**src/rtl/mva_pkg.sv**
```systemverilog
// Package for the quorum lock voter: sizes, command and reply codes, and the
// structs that travel between the controller and the chain of waiting cells.
// Depends on nothing.
package mva_pkg;

   localparam int WAIT_DEPTH = 8;
   localparam int STAMP_BITS = 16;
   localparam int ID_BITS    = 8;
   localparam int IDX_W      = (WAIT_DEPTH > 1) ? $clog2(WAIT_DEPTH) : 1;

   localparam logic [1:0] CMD_REQUEST    = 2'd0;
   localparam logic [1:0] CMD_RELEASE    = 2'd1;
   localparam logic [1:0] CMD_RELINQUISH = 2'd2;

   localparam logic [1:0] KIND_GRANT   = 2'd0;
   localparam logic [1:0] KIND_FAIL    = 2'd1;
   localparam logic [1:0] KIND_INQUIRE = 2'd2;
   localparam logic [1:0] KIND_NONE    = 2'd3;

   typedef struct packed {
      logic [1:0]            cmd;
      logic [ID_BITS-1:0]    requester_id;
      logic [STAMP_BITS-1:0] stamp;
   } req_item_type;

   typedef struct packed {
      logic [1:0]            reply_kind;
      logic [ID_BITS-1:0]    target_id;
      logic [STAMP_BITS-1:0] target_stamp;
   } rsp_item_type;

   typedef struct packed {
      logic [ID_BITS-1:0]    key_id;
      logic                  subst;
      logic [STAMP_BITS-1:0] subst_stamp;
   } query_type;

   typedef struct packed {
      logic                  active;
      logic                  id_hit;
      logic [IDX_W-1:0]      id_slot;
      logic                  free_hit;
      logic [IDX_W-1:0]      free_slot;
      logic                  min_hit;
      logic [IDX_W-1:0]      min_slot;
      logic [ID_BITS-1:0]    min_id;
      logic [STAMP_BITS-1:0] min_stamp;
   } scan_type;

   typedef struct packed {
      logic                  en;
      logic [IDX_W-1:0]      slot;
      logic                  valid_val;
      logic                  load_id;
      logic [ID_BITS-1:0]    id;
      logic                  load_stamp;
      logic [STAMP_BITS-1:0] stamp;
   } wr_type;

endpackage

```
**src/rtl/mva_cell.sv**
```systemverilog
// One waiting-table cell: holds one entry and adds it to the scan token that
// passes through it on the way to the next cell. Depends on mva_pkg.
module mva_cell
   import mva_pkg::*;
(
   input  logic             clock,
   input  logic             reset,
   input  logic [IDX_W-1:0] slot_index,
   input  query_type        query,
   input  scan_type         scan_in,
   input  wr_type           wr_a,
   input  wr_type           wr_b,
   output scan_type         scan_out
);

   logic                  valid_ff, valid_in;
   logic [ID_BITS-1:0]    id_ff, id_in;
   logic [STAMP_BITS-1:0] stamp_ff, stamp_in;
   scan_type              scan_ff, scan_in_next;
   logic                  match;
   logic [STAMP_BITS-1:0] eff_stamp;

   always_comb begin
      match     = valid_ff && (id_ff == query.key_id);
      eff_stamp = (query.subst && match) ? query.subst_stamp : stamp_ff;
      scan_in_next = scan_in;
      if (match && !scan_in.id_hit) begin
         scan_in_next.id_hit  = 1'b1;
         scan_in_next.id_slot = slot_index;
      end
      if (!valid_ff && !scan_in.free_hit) begin
         scan_in_next.free_hit  = 1'b1;
         scan_in_next.free_slot = slot_index;
      end
      if (valid_ff && (!scan_in.min_hit || (eff_stamp < scan_in.min_stamp))) begin
         scan_in_next.min_hit   = 1'b1;
         scan_in_next.min_slot  = slot_index;
         scan_in_next.min_id    = id_ff;
         scan_in_next.min_stamp = eff_stamp;
      end
   end

   always_comb begin
      valid_in = valid_ff;
      id_in    = id_ff;
      stamp_in = stamp_ff;
      if (wr_a.en && (wr_a.slot == slot_index)) begin
         valid_in = wr_a.valid_val;
         if (wr_a.load_id) begin
            id_in = wr_a.id;
         end
         if (wr_a.load_stamp) begin
            stamp_in = wr_a.stamp;
         end
      end
      if (wr_b.en && (wr_b.slot == slot_index)) begin
         valid_in = wr_b.valid_val;
         if (wr_b.load_id) begin
            id_in = wr_b.id;
         end
         if (wr_b.load_stamp) begin
            stamp_in = wr_b.stamp;
         end
      end
   end

   always_ff @(posedge clock) begin
      if (reset) begin
         valid_ff       <= 1'b0;
         scan_ff.active <= 1'b0;
      end else begin
         valid_ff <= valid_in;
         scan_ff  <= scan_in_next;
      end
      id_ff    <= id_in;
      stamp_ff <= stamp_in;
   end

   assign scan_out = scan_ff;

endmodule

```
**src/rtl/mutex_vote_arbiter.sv**
```systemverilog
// Top level of the quorum lock voter: command controller, vote holder state
// and the chain of waiting-table cells. Depends on mva_pkg and mva_cell.
//
// Usage: drive req_item and raise start; the request is taken at a rising
// edge where start is high and busy is low. Every request yields exactly one
// result, shown on rsp_item for a single cycle with rsp_valid high.
// The request enters a scan token that walks the chain of WAIT_DEPTH cells,
// one cell per cycle; at the edge where it leaves the last cell the table
// and vote are updated and the result is registered. Latency from accept to
// rsp_valid is WAIT_DEPTH + 2 cycles (10 for eight entries), and busy is high
// for WAIT_DEPTH + 1 cycles, so a new request may be taken in the cycle the
// result is shown: one request per WAIT_DEPTH + 2 cycles sustained. The
// cell chain length sets this figure.
// Synchronous reset frees the vote, empties the table and drops any request
// in flight. The receiver cannot stall; it must take rsp_item when shown.
module mutex_vote_arbiter
   import mva_pkg::*;
(
   input  logic         clock,
   input  logic         reset,
   input  logic         start,
   output logic         busy,
   input  req_item_type req_item,
   output logic         rsp_valid,
   output rsp_item_type rsp_item
);

   typedef enum logic [1:0] {
      ST_IDLE = 2'b01,
      ST_SCAN = 2'b10
   } state_type;

   state_type             state_ff, state_in;
   logic                  inject_ff, inject_in;
   req_item_type          cur_ff, cur_in;
   query_type             query_ff, query_in;
   logic                  vote_ff, vote_in;
   logic [ID_BITS-1:0]    holder_id_ff, holder_id_in;
   logic [STAMP_BITS-1:0] holder_stamp_ff, holder_stamp_in;
   logic                  inq_ff, inq_in;
   logic                  rsp_valid_ff, rsp_valid_in;
   rsp_item_type          rsp_item_ff, rsp_item_in;
   logic                  accept;
   scan_type              chain [0:WAIT_DEPTH];
   scan_type              fin;
   wr_type                wr_a, wr_b;
   logic [IDX_W-1:0]      req_slot;

   assign accept = start && (state_ff == ST_IDLE);
   assign busy   = (state_ff != ST_IDLE);

   always_comb begin
      chain[0]        = '0;
      chain[0].active = inject_ff;
   end

   for (genvar i = 0; i < WAIT_DEPTH; i++) begin : g_cell
      mva_cell u_cell (
         .clock      (clock),
         .reset      (reset),
         .slot_index (IDX_W'(i)),
         .query      (query_ff),
         .scan_in    (chain[i]),
         .wr_a       (wr_a),
         .wr_b       (wr_b),
         .scan_out   (chain[i+1])
      );
   end

   assign fin = chain[WAIT_DEPTH];

   always_comb begin
      state_in        = state_ff;
      inject_in       = 1'b0;
      cur_in          = cur_ff;
      query_in        = query_ff;
      vote_in         = vote_ff;
      holder_id_in    = holder_id_ff;
      holder_stamp_in = holder_stamp_ff;
      inq_in          = inq_ff;
      rsp_valid_in    = 1'b0;
      rsp_item_in     = rsp_item_ff;
      wr_a            = '0;
      wr_b            = '0;
      req_slot        = fin.id_hit ? fin.id_slot : fin.free_slot;

      if (accept) begin
         state_in             = ST_SCAN;
         inject_in            = 1'b1;
         cur_in               = req_item;
         query_in.subst       = (req_item.cmd == CMD_RELINQUISH);
         query_in.subst_stamp = holder_stamp_ff;
         query_in.key_id      = (req_item.cmd == CMD_RELINQUISH) ?
                                holder_id_ff : req_item.requester_id;
      end

      if ((state_ff == ST_SCAN) && fin.active) begin
         state_in     = ST_IDLE;
         rsp_valid_in = 1'b1;
         rsp_item_in  = '{KIND_NONE, '0, '0};
         case (cur_ff.cmd)
            CMD_REQUEST: begin
               if (!vote_ff) begin
                  vote_in         = 1'b1;
                  holder_id_in    = cur_ff.requester_id;
                  holder_stamp_in = cur_ff.stamp;
                  rsp_item_in     = '{KIND_GRANT, cur_ff.requester_id, cur_ff.stamp};
               end else if (!fin.id_hit && !fin.free_hit) begin
                  rsp_item_in = '{KIND_FAIL, cur_ff.requester_id, cur_ff.stamp};
               end else begin
                  wr_a.en         = 1'b1;
                  wr_a.slot       = req_slot;
                  wr_a.valid_val  = 1'b1;
                  wr_a.load_id    = !fin.id_hit;
                  wr_a.id         = cur_ff.requester_id;
                  wr_a.load_stamp = 1'b1;
                  wr_a.stamp      = cur_ff.stamp;
                  if ((cur_ff.stamp < holder_stamp_ff) && !inq_ff) begin
                     inq_in      = 1'b1;
                     rsp_item_in = '{KIND_INQUIRE, holder_id_ff, holder_stamp_ff};
                  end else begin
                     rsp_item_in = '{KIND_FAIL, cur_ff.requester_id, cur_ff.stamp};
                  end
               end
            end
            CMD_RELEASE: begin
               inq_in = 1'b0;
               if (!fin.min_hit) begin
                  vote_in = 1'b0;
               end else begin
                  vote_in         = 1'b1;
                  holder_id_in    = fin.min_id;
                  holder_stamp_in = fin.min_stamp;
                  wr_b.en         = 1'b1;
                  wr_b.slot       = fin.min_slot;
                  wr_b.valid_val  = 1'b0;
                  rsp_item_in     = '{KIND_GRANT, fin.min_id, fin.min_stamp};
               end
            end
            CMD_RELINQUISH: begin
               inq_in = 1'b0;
               if (vote_ff) begin
                  if (fin.id_hit) begin
                     wr_a.en         = 1'b1;
                     wr_a.slot       = fin.id_slot;
                     wr_a.valid_val  = 1'b1;
                     wr_a.load_stamp = 1'b1;
                     wr_a.stamp      = holder_stamp_ff;
                     wr_b.en         = 1'b1;
                     wr_b.slot       = fin.min_slot;
                     wr_b.valid_val  = 1'b0;
                     holder_id_in    = fin.min_id;
                     holder_stamp_in = fin.min_stamp;
                     rsp_item_in     = '{KIND_GRANT, fin.min_id, fin.min_stamp};
                  end else if (!fin.min_hit || (holder_stamp_ff <= fin.min_stamp)) begin
                     rsp_item_in = '{KIND_GRANT, holder_id_ff, holder_stamp_ff};
                  end else begin
                     wr_a.en         = 1'b1;
                     wr_a.slot       = fin.min_slot;
                     wr_a.valid_val  = 1'b1;
                     wr_a.load_id    = 1'b1;
                     wr_a.id         = holder_id_ff;
                     wr_a.load_stamp = 1'b1;
                     wr_a.stamp      = holder_stamp_ff;
                     holder_id_in    = fin.min_id;
                     holder_stamp_in = fin.min_stamp;
                     rsp_item_in     = '{KIND_GRANT, fin.min_id, fin.min_stamp};
                  end
               end
            end
            default: begin
               rsp_item_in = '{KIND_NONE, '0, '0};
            end
         endcase
      end
   end

   always_ff @(posedge clock) begin
      if (reset) begin
         state_ff        <= ST_IDLE;
         inject_ff       <= 1'b0;
         vote_ff         <= 1'b0;
         holder_id_ff    <= '0;
         holder_stamp_ff <= '0;
         inq_ff          <= 1'b0;
         rsp_valid_ff    <= 1'b0;
      end else begin
         state_ff        <= state_in;
         inject_ff       <= inject_in;
         vote_ff         <= vote_in;
         holder_id_ff    <= holder_id_in;
         holder_stamp_ff <= holder_stamp_in;
         inq_ff          <= inq_in;
         rsp_valid_ff    <= rsp_valid_in;
      end
      cur_ff      <= cur_in;
      query_ff    <= query_in;
      rsp_item_ff <= rsp_item_in;
   end

   assign rsp_valid = rsp_valid_ff;
   assign rsp_item  = rsp_item_ff;

   a_accept_busy: assert property (@(posedge clock) disable iff (reset)
      accept |=> busy)
      else $error("Accepted request did not raise busy.");

   a_single_strobe: assert property (@(posedge clock) disable iff (reset)
      rsp_valid |=> !rsp_valid)
      else $error("Result strobe lasted more than one cycle.");

   a_idle_on_result: assert property (@(posedge clock) disable iff (reset)
      rsp_valid |-> !busy)
      else $error("Result shown while a request is still in flight.");

   a_token_in_scan: assert property (@(posedge clock) disable iff (reset)
      fin.active |-> (state_ff == ST_SCAN))
      else $error("Scan token left the chain outside a scan.");

   a_none_zero: assert property (@(posedge clock) disable iff (reset)
      (rsp_valid && (rsp_item.reply_kind == KIND_NONE)) |->
      ((rsp_item.target_id == '0) && (rsp_item.target_stamp == '0)))
      else $error("Empty reply carries a nonzero target.");

endmodule

```
**config.mk**
```make
export PLATFORM = sky130hd
export DESIGN_NAME = mutex_vote_arbiter
export DESIGN_NICKNAME = d
export VERILOG_FILES = /design/src/rtl/mva_pkg.sv /design/src/rtl/mva_cell.sv /design/src/rtl/mutex_vote_arbiter.sv
export SDC_FILE = /design/constraint.sdc
export NUM_CORES = 1
export LEC_CHECK = 0
export ABC_AREA = 1
export BUFFER_PORTS_ARGS = -buffer_cell sky130_fd_sc_hd__buf_2
export CORE_MARGIN = 5
export CORE_UTILIZATION = 35
export DETAILED_ROUTE_END_ITERATION = 6
export PLACE_DENSITY = 0.47
export SYNTH_ARGS = -nofsm -noshare
export SYNTH_HDL_FRONTEND = slang
export SYNTH_SLANG_ARGS = --single-unit
```
**constraint.sdc**
```tcl
create_clock -name clock -period 12.34 [get_ports clock]
set_input_delay 3.085 -clock clock [delete_from_list [all_inputs] [get_ports clock]]
set_output_delay 3.085 -clock clock [all_outputs]
set_load 0.02 [all_outputs]
```
==> flow_summary.yaml, run 1 <==
status:
  result_of_the_run: "finished clean"
sta:
  hold_viol: 0
  worst_slew_pin_slew_ps: 1200
  setup_tns_ps: 0
  final_report_setup_violation_count: 0
  final-max-slew-violation-count: 0
  finalWorstPathRequiredPeriod_ps: 5490
  grt_setup_unrepaired: "false"
  worst_slew_margin_rel: 0.203
  clock-skew-final_ps: 20.0
  fmax_ghz: 0.182
  fin_crit_sh: 0.445
route:
  drt_iter0_drc: 1837
  drt-wirelength-per-cell_um: 20.4
  vias_per_cell: 5.14
  totalWireLength_um: 85500
  num_vias: 21600
  post-route-drc-count: 0
  dr.pass1.iters: 5
  antenna_left: 0
global_routing:
  vias_in_the_first_global_route: 20900
  global_route.usage.total: 0.188
  grt_overflow_total: 0
  initial_antenna_violation_count: 1
  grt_pass1_wl_um: 129000
  grt_start_max_net_pins: 173
setup_path:
  critical_path.endpoint_type: "flip-flop"
  cp_cell_sequence: "inv_2 -> or2_2 -> o21ai_0 -> a2111oi_0 -> nand3_1 -> o21ai_0 -> ha_1 -> nand2_1 -> inv_1 -> nand3_1 -> a31oi_1 -> a2111oi_0 -> nand2_1 -> nand2_2 -> nand2_4 -> nand2_1 -> nand2_1"
  worst_setup_path_start_kind: "flip-flop"
  critPathMostFrequentCell: "nand2_1"
  critical_path.slowest_cell: "a2111oi_0"
  worst_path_largest_cell_delay_ps: 870
  category_of_the_most_critical_setup_path: "reg2reg"
  worst-endpoint-required_ps: 12690
  worst_ep_arrival_time_ps: 5840
  critPathMaxFanout: 26
synthesis:
  yosysSeqAreaShare: 0.584
  synth-seq-cells: 582
  synth_cell_type_count: 44
  synth.net_count: 3217
  synthesis.area_per_instance_sq_um: 9.56
  synthCells: 3047
  synth_warnings: 0
  syn-cell-area_sq_um: 29100
floorplanning:
  die_w_um: 298
  die_footprint_sq_um: 89100
  floorplan.io_pins: 57
  core.rowCount: 105
  initial_core_util: 0.354
  die_y_um: 298
  design.core.area_sq_um: 82200
power_and_ir_drop:
  vdd.ir_drop.worst_v: 0.0000836
  total_leakage_power_nw: 13.9
  power_density_nw_per_um2: 137
  report.power.total_w: 0.00446
clock_tree:
  cts_buffer_depth: 3
  postCtsSetupBuffers: 0
  worstSkewPairLatency_ps: 610
  num_cts_buffers: 69
  tritoncts_sink_count: 582
  ctsResizeCount: 0
  cts_hold_buf: 0
  clock_tree.root_cell: "clkbuf_16"
  tritoncts: "built"
  clk_pin_slew_worst_paths_ps: 50
  htree_num_levels: 3
min_path:
  holdCritPathClass: "reg2reg"
final_layout:
  layout.cells.most_common_list: "nand2_1 (825), edfxtp_1 (536), inv_1 (394)"
  layout.cells.most_common: "nand2_1"
  finalNetCount: 3247
  layout_cell_share_with_drive_strength_beyond_1: 0.0782
  fillCellCount: 8045
  post_layout_nonfiller_instances: 4203
  layout_overhead_on_the_synthesized_area_pct: 11.8
place:
  dp_cells: 4076
  replace_congestion: 0.874
  io_buffer_count: 56
  post-dp-hpwl_um: 62100
run:
  timing.max_cap.violations: 0
==> final cells by class <==
type | count | area [sq um] | area share
clock inverters | 26 | 223 | 0.00684
diodes | 1 | 2.50 | 0.0000769
multi-input cells | 1937 | 9990 | 0.307
flip-flops and latches | 582 | 17000 | 0.523
inverters | 405 | 1530 | 0.0469
well taps | 1070 | 1340 | 0.0411
clock buffers | 100 | 1960 | 0.0603
repair buffers | 82 | 488 | 0.0150
==> worst max-delay path, delay by kind of cell, from the launching register on <==
family,cells,cell delay (ps)
AOI/OAI and AO/OA,5,1850
adders and majority gates,1,310
buffers and inverters,2,280
DFF,1,490
and+or+nand+nor,9,2250
==> cell families (layout without fill, tap and decap cells) <==
family | count (synthesis) | count (layout) | synth area share
flip-flops | 582 | 582 | 0.584
XOR/XNOR | 13 | 13 | 0.00391
buffers and inverters | 528 | 613 | 0.0737
adder cells (fa/ha/maj) | 141 | 141 | 0.0606
AO/OA/AOI/OAI | 420 | 420 | 0.0792
AND/OR/NAND/NOR | 1363 | 1363 | 0.198
other | 0 | 1 | 0
==> synthesized netlist by cell type (all sizes together) <==
| cell type | count | share of area |
|---|---|---|
| ha | 141 | 0.061 |
| a2111oi | 6 | 0.0018 |
| o21a | 5 | 0.0013 |
| o21ai | 140 | 0.024 |
| inv | 401 | 0.052 |
| o2111ai | 3 | 0.00090 |
| a31oi | 7 | 0.0015 |
| clkinv | 4 | 0.00052 |
| o31ai | 1 | 0.00026 |
| nor4 | 3 | 0.00086 |
| dfxtp | 46 | 0.032 |
| buf | 50 | 0.012 |
| a21oi | 166 | 0.029 |
| o22ai | 75 | 0.016 |
| nand3 | 265 | 0.046 |
| edfxtp | 536 | 0.55 |
| xnor2 | 6 | 0.0018 |
| xor2 | 7 | 0.0021 |
| o21bai | 1 | 0.00026 |
| nor3 | 8 | 0.0015 |
| nor2 | 172 | 0.023 |
| a21o | 1 | 0.00026 |
| a41oi | 1 | 0.00030 |
| o221a | 2 | 0.00077 |
| nand4 | 49 | 0.011 |
| o211ai | 1 | 0.00026 |
| or2 | 24 | 0.0052 |
| or4 | 2 | 0.00052 |
| nand2 | 840 | 0.11 |
| o41ai | 2 | 0.00060 |
| clkbuf | 73 | 0.0094 |
| a21boi | 3 | 0.00077 |
| a211oi | 6 | 0.0015 |
==> flip-flops by register name (all words and copies together), names as in the netlist, 8 cells and up <==
| name | flops |
|---|---|
| g_cell.u_cell.scan_out | 275 |
| g_cell.u_cell.stamp_ff | 128 |
| g_cell.u_cell.id_ff | 64 |
| cur_ff | 26 |
| rsp_item | 26 |
| query_ff | 25 |
| holder_stamp_ff | 16 |
| g_cell.u_cell.valid_ff | 8 |
| holder_id_ff | 8 |
==> path summary, 6_finish.rpt <==
kind	endpoint	start	slack, ps	cells after the start
worst max-delay path	g_cell[4].u_cell.scan_out[17]$_DFFE_PN_	query_ff[17]$_DFFE_PP_	6850	17
worst min-delay path	g_cell[7].u_cell.scan_out[36]$_SDFF_PP0_	g_cell[6].u_cell.scan_out[36]$_SDFF_PP0_	400	2
worst max register to register	g_cell[4].u_cell.scan_out[17]$_DFFE_PN_	query_ff[17]$_DFFE_PP_	6850	17
worst min register to register	g_cell[7].u_cell.scan_out[36]$_SDFF_PP0_	g_cell[6].u_cell.scan_out[36]$_SDFF_PP0_	400	2
==> power breakdown <==
part           internal [W]  switching (W)  total, W
sequential          0.00221      0.0000417   0.00225
clock               0.00117       0.000817   0.00199
combinational     0.0000639       0.000156  0.000220
==> per-layer routing <==
metal	global-route usage	vias to the layer above	share of wire
met5	0	-	0
met4	0.0466	0	0.023
met3	0.0269	126	0.050
met2	0.313	643	0.48
met1	0.259	10400	0.45
li1	-	10400	-
==> through the flow <==
step / hold slack, ps / worst slack, ps / util / instance area [sq um]
floorplan: 388 / 647 / - / 29100
global placement: 390 / 7020 / 0.369 / 30400
detailed placement: 395 / 6920 / 0.369 / 30400
CTS: 403 / 7060 / 0.396 / 32600
global route: 418 / 6410 / 0.396 / 32600
finish: 400 / 6850 / 0.396 / 32600
Power figures use the tool's default switching activity.
==> run 2: changes to the inputs <==
==> constraint.sdc (replaced) <==
create_clock -name clock -period 4.4 [get_ports clock]
set_input_delay 1.1 -clock clock [delete_from_list [all_inputs] [get_ports clock]]
set_output_delay 1.1 -clock clock [all_outputs]
set_load 0.02 [all_outputs]
==> run 2 against run 1 <==
Largest cell class unchanged. Sequential power increased to 2.8 times the previous value. Via count increased by 2.4%. Critical path type unchanged. Non-clock buffer count increased by 76. Clock skew increased by 13 ps. Core utilization increased by 0.92 points. Register-to-register slack got worse by 6500 ps. Highest routed layer unchanged. Routed wire length increased by 9.9%.
==> flow_summary.yaml, run 2 (same netlist as run 1, synthesis figures left out) <==
status:
  result_of_the_run: "finished clean"
floorplanning:
  design.core.area_sq_um: 82200
  floorplan.io_pins: 57
  die_y_um: 298
  initial_core_util: 0.354
  die_footprint_sq_um: 89100
  die_w_um: 298
  core.rowCount: 105
min_path:
  worst_hold_startpoint: "g_cell[4].u_cell.scan_out[36]$_SDFF_PP0_"
  holdPathEnd: "g_cell[5].u_cell.scan_out[36]$_SDFF_PP0_"
  holdCritPathClass: "reg2reg"
  min_delay_path_depth: 2
clock_tree:
  num_cts_buffers: 68
  tritoncts: "built"
  tritoncts_sink_count: 582
  clock_tree.root_cell: "clkbuf_16"
  clk_pin_slew_worst_paths_ps: 60
  worstSkewPairLatency_ps: 620
  cts_buffer_depth: 3
  htree_num_levels: 3
global_routing:
  grt_pass1_wl_um: 139000
  global_route.usage.total: 0.207
  grt_overflow_total: 0
  initial_antenna_violation_count: 2
  vias_in_the_first_global_route: 21600
  grt_start_max_net_pins: 84
sta:
  worst_slew_margin_rel: 0.197
  final-max-slew-violation-count: 0
  worst_slack_ps: 321
  clock-skew-final_ps: 33.1
  worst_slew_pin_slew_ps: 1200
  fin_crit_sh: 0.927
  hold_viol: 0
  final_report_setup_violation_count: 0
  setup_tns_ps: 0
  grt_setup_unrepaired: "false"
  fmax_ghz: 0.245
  finalWorstPathRequiredPeriod_ps: 4080
setup_path:
  category_of_the_most_critical_setup_path: "reg2reg"
  worst_ep_arrival_time_ps: 4430
  worst-endpoint-required_ps: 4750
  regToRegSetupSlack_ps: 320
  worst_setup_path_start_kind: "flip-flop"
  critPathMaxFanout: 26
  r2r_start: "query_ff[23]$_DFFE_PP_"
  worst-r2r-cell-count: 16
  worstReg2RegEnd: "g_cell[2].u_cell.scan_out[16]$_DFFE_PN_"
  critical_path.endpoint_type: "flip-flop"
final_layout:
  layout_overhead_on_the_synthesized_area_pct: 14.4
  layout.cells.most_common: "nand2_1"
  layout_cell_share_with_drive_strength_beyond_1: 0.102
  antenna_diode_count: 0
  layout.cells.most_common_list: "nand2_1 (825), edfxtp_1 (536), inv_1 (393)"
  finalNetCount: 3322
  design_area_sq_um: 33300
  largest_register_ffs: 275
place:
  io_buffer_count: 56
  detailed_place.area_sq_um: 31000
  replace_congestion: 0.907
  placement.setup.worst_slack_ps: 63.6
  post-dp-hpwl_um: 66600
power_and_ir_drop:
  vdd.ir_drop.worst_v: 0.000281
  power_density_nw_per_um2: 386
  total_leakage_power_nw: 14.3
route:
  post-route-drc-count: 0
  drt-wirelength-per-cell_um: 22.0
  drt_iter0_drc: 1925
  dr.pass1.iters: 6
  vias_per_cell: 5.17
  antenna_left: 0
  totalWireLength_um: 94000
  num_vias: 22100
run:
  timing.max_cap.violations: 0
-- run 2: changes by cell type in the layout (fill, tap and decap cells not counted), sizes merged --
| cell | change |
|---|---|
| buf | +76 |
| clkbuf | -16 |
| bufinv | +5 |
| clkinv | +4 |
| clkinvlp | +3 |
| diode | -1 |
| inv | +1 |
-- run 2: worst max-delay path by stage --
stage                                start                                       to  slack, ps  cells past startpoint
finish              query_ff[23]$_DFFE_PP_  g_cell[2].u_cell.scan_out[16]$_DFFE_PN_        320                     16
global route        query_ff[20]$_DFFE_PP_  g_cell[6].u_cell.scan_out[16]$_DFFE_PN_         60                     24
CTS                 query_ff[20]$_DFFE_PP_  g_cell[6].u_cell.scan_out[16]$_DFFE_PN_         20                     19
detailed placement  query_ff[20]$_DFFE_PP_  g_cell[6].u_cell.scan_out[16]$_DFFE_PN_         60                     19
global placement    query_ff[20]$_DFFE_PP_  g_cell[6].u_cell.scan_out[19]$_DFFE_PN_        110                     19
floorplan                            start                 state_ff[0]$_SDFFE_PP1P_        600                      5
-- run 2: what timing repair did --
item,CTS,global route
setup endpoints to repair,0,49
buffers inserted,0,1
hold buffers,0,0
resized for setup,0,6
-- run 2: power breakdown --
part	internal, W	switching, W
clock network	0.00345	0.00239
logic	0.000200	0.000486
registers	0.00620	0.000120
total	0.00985	0.00300
-- run 2: critical path, stage by stage, from the launching register on --
cell and delay [ps]:
edfxtp_1 460, buf_4 240, xor2_1 180, nor3_1 460, nand3_2 400, inv_1 190, buf_4 210, a21oi_1 110
ha_1 340, nand3_1 90, a31oi_1 70, a2111oi_0 350, nand2_1 120, nand2_2 150, nand2_4 220, nand2_1 120
nand2_1 60
-- run 2: metrics by stage --
step | total power [W] | hold slack [ps] | util | cells
floorplan | 0.00681 | 388 | - | 3047
global placement | 0.00711 | 389 | 0.377 | 4151
detailed placement | 0.00712 | 393 | 0.377 | 4151
CTS | 0.0130 | 401 | 0.405 | 4274
global route | 0.0133 | 417 | 0.405 | 4275
finish | 0.0128 | 400 | 0.405 | 4275
-- run 2: layout make-up --
type	count	area, sq um
well taps	1070	1340
clock inverters	39	477
flip-flops and latches	582	17000
multi-input cells	1937	10000
inverters	405	1530
repair buffers	158	1120
fillers	8054	48900
clock buffers	84	1820
-- run 2: metal layers --
metal,vias to the layer above,global-route usage,wire (um)
met3,150,0.0247,5120
met4,0,0.0693,3210
met5,-,0,0
li1,10500,-,-
met1,10700,0.281,41200
met2,733,0.344,44500
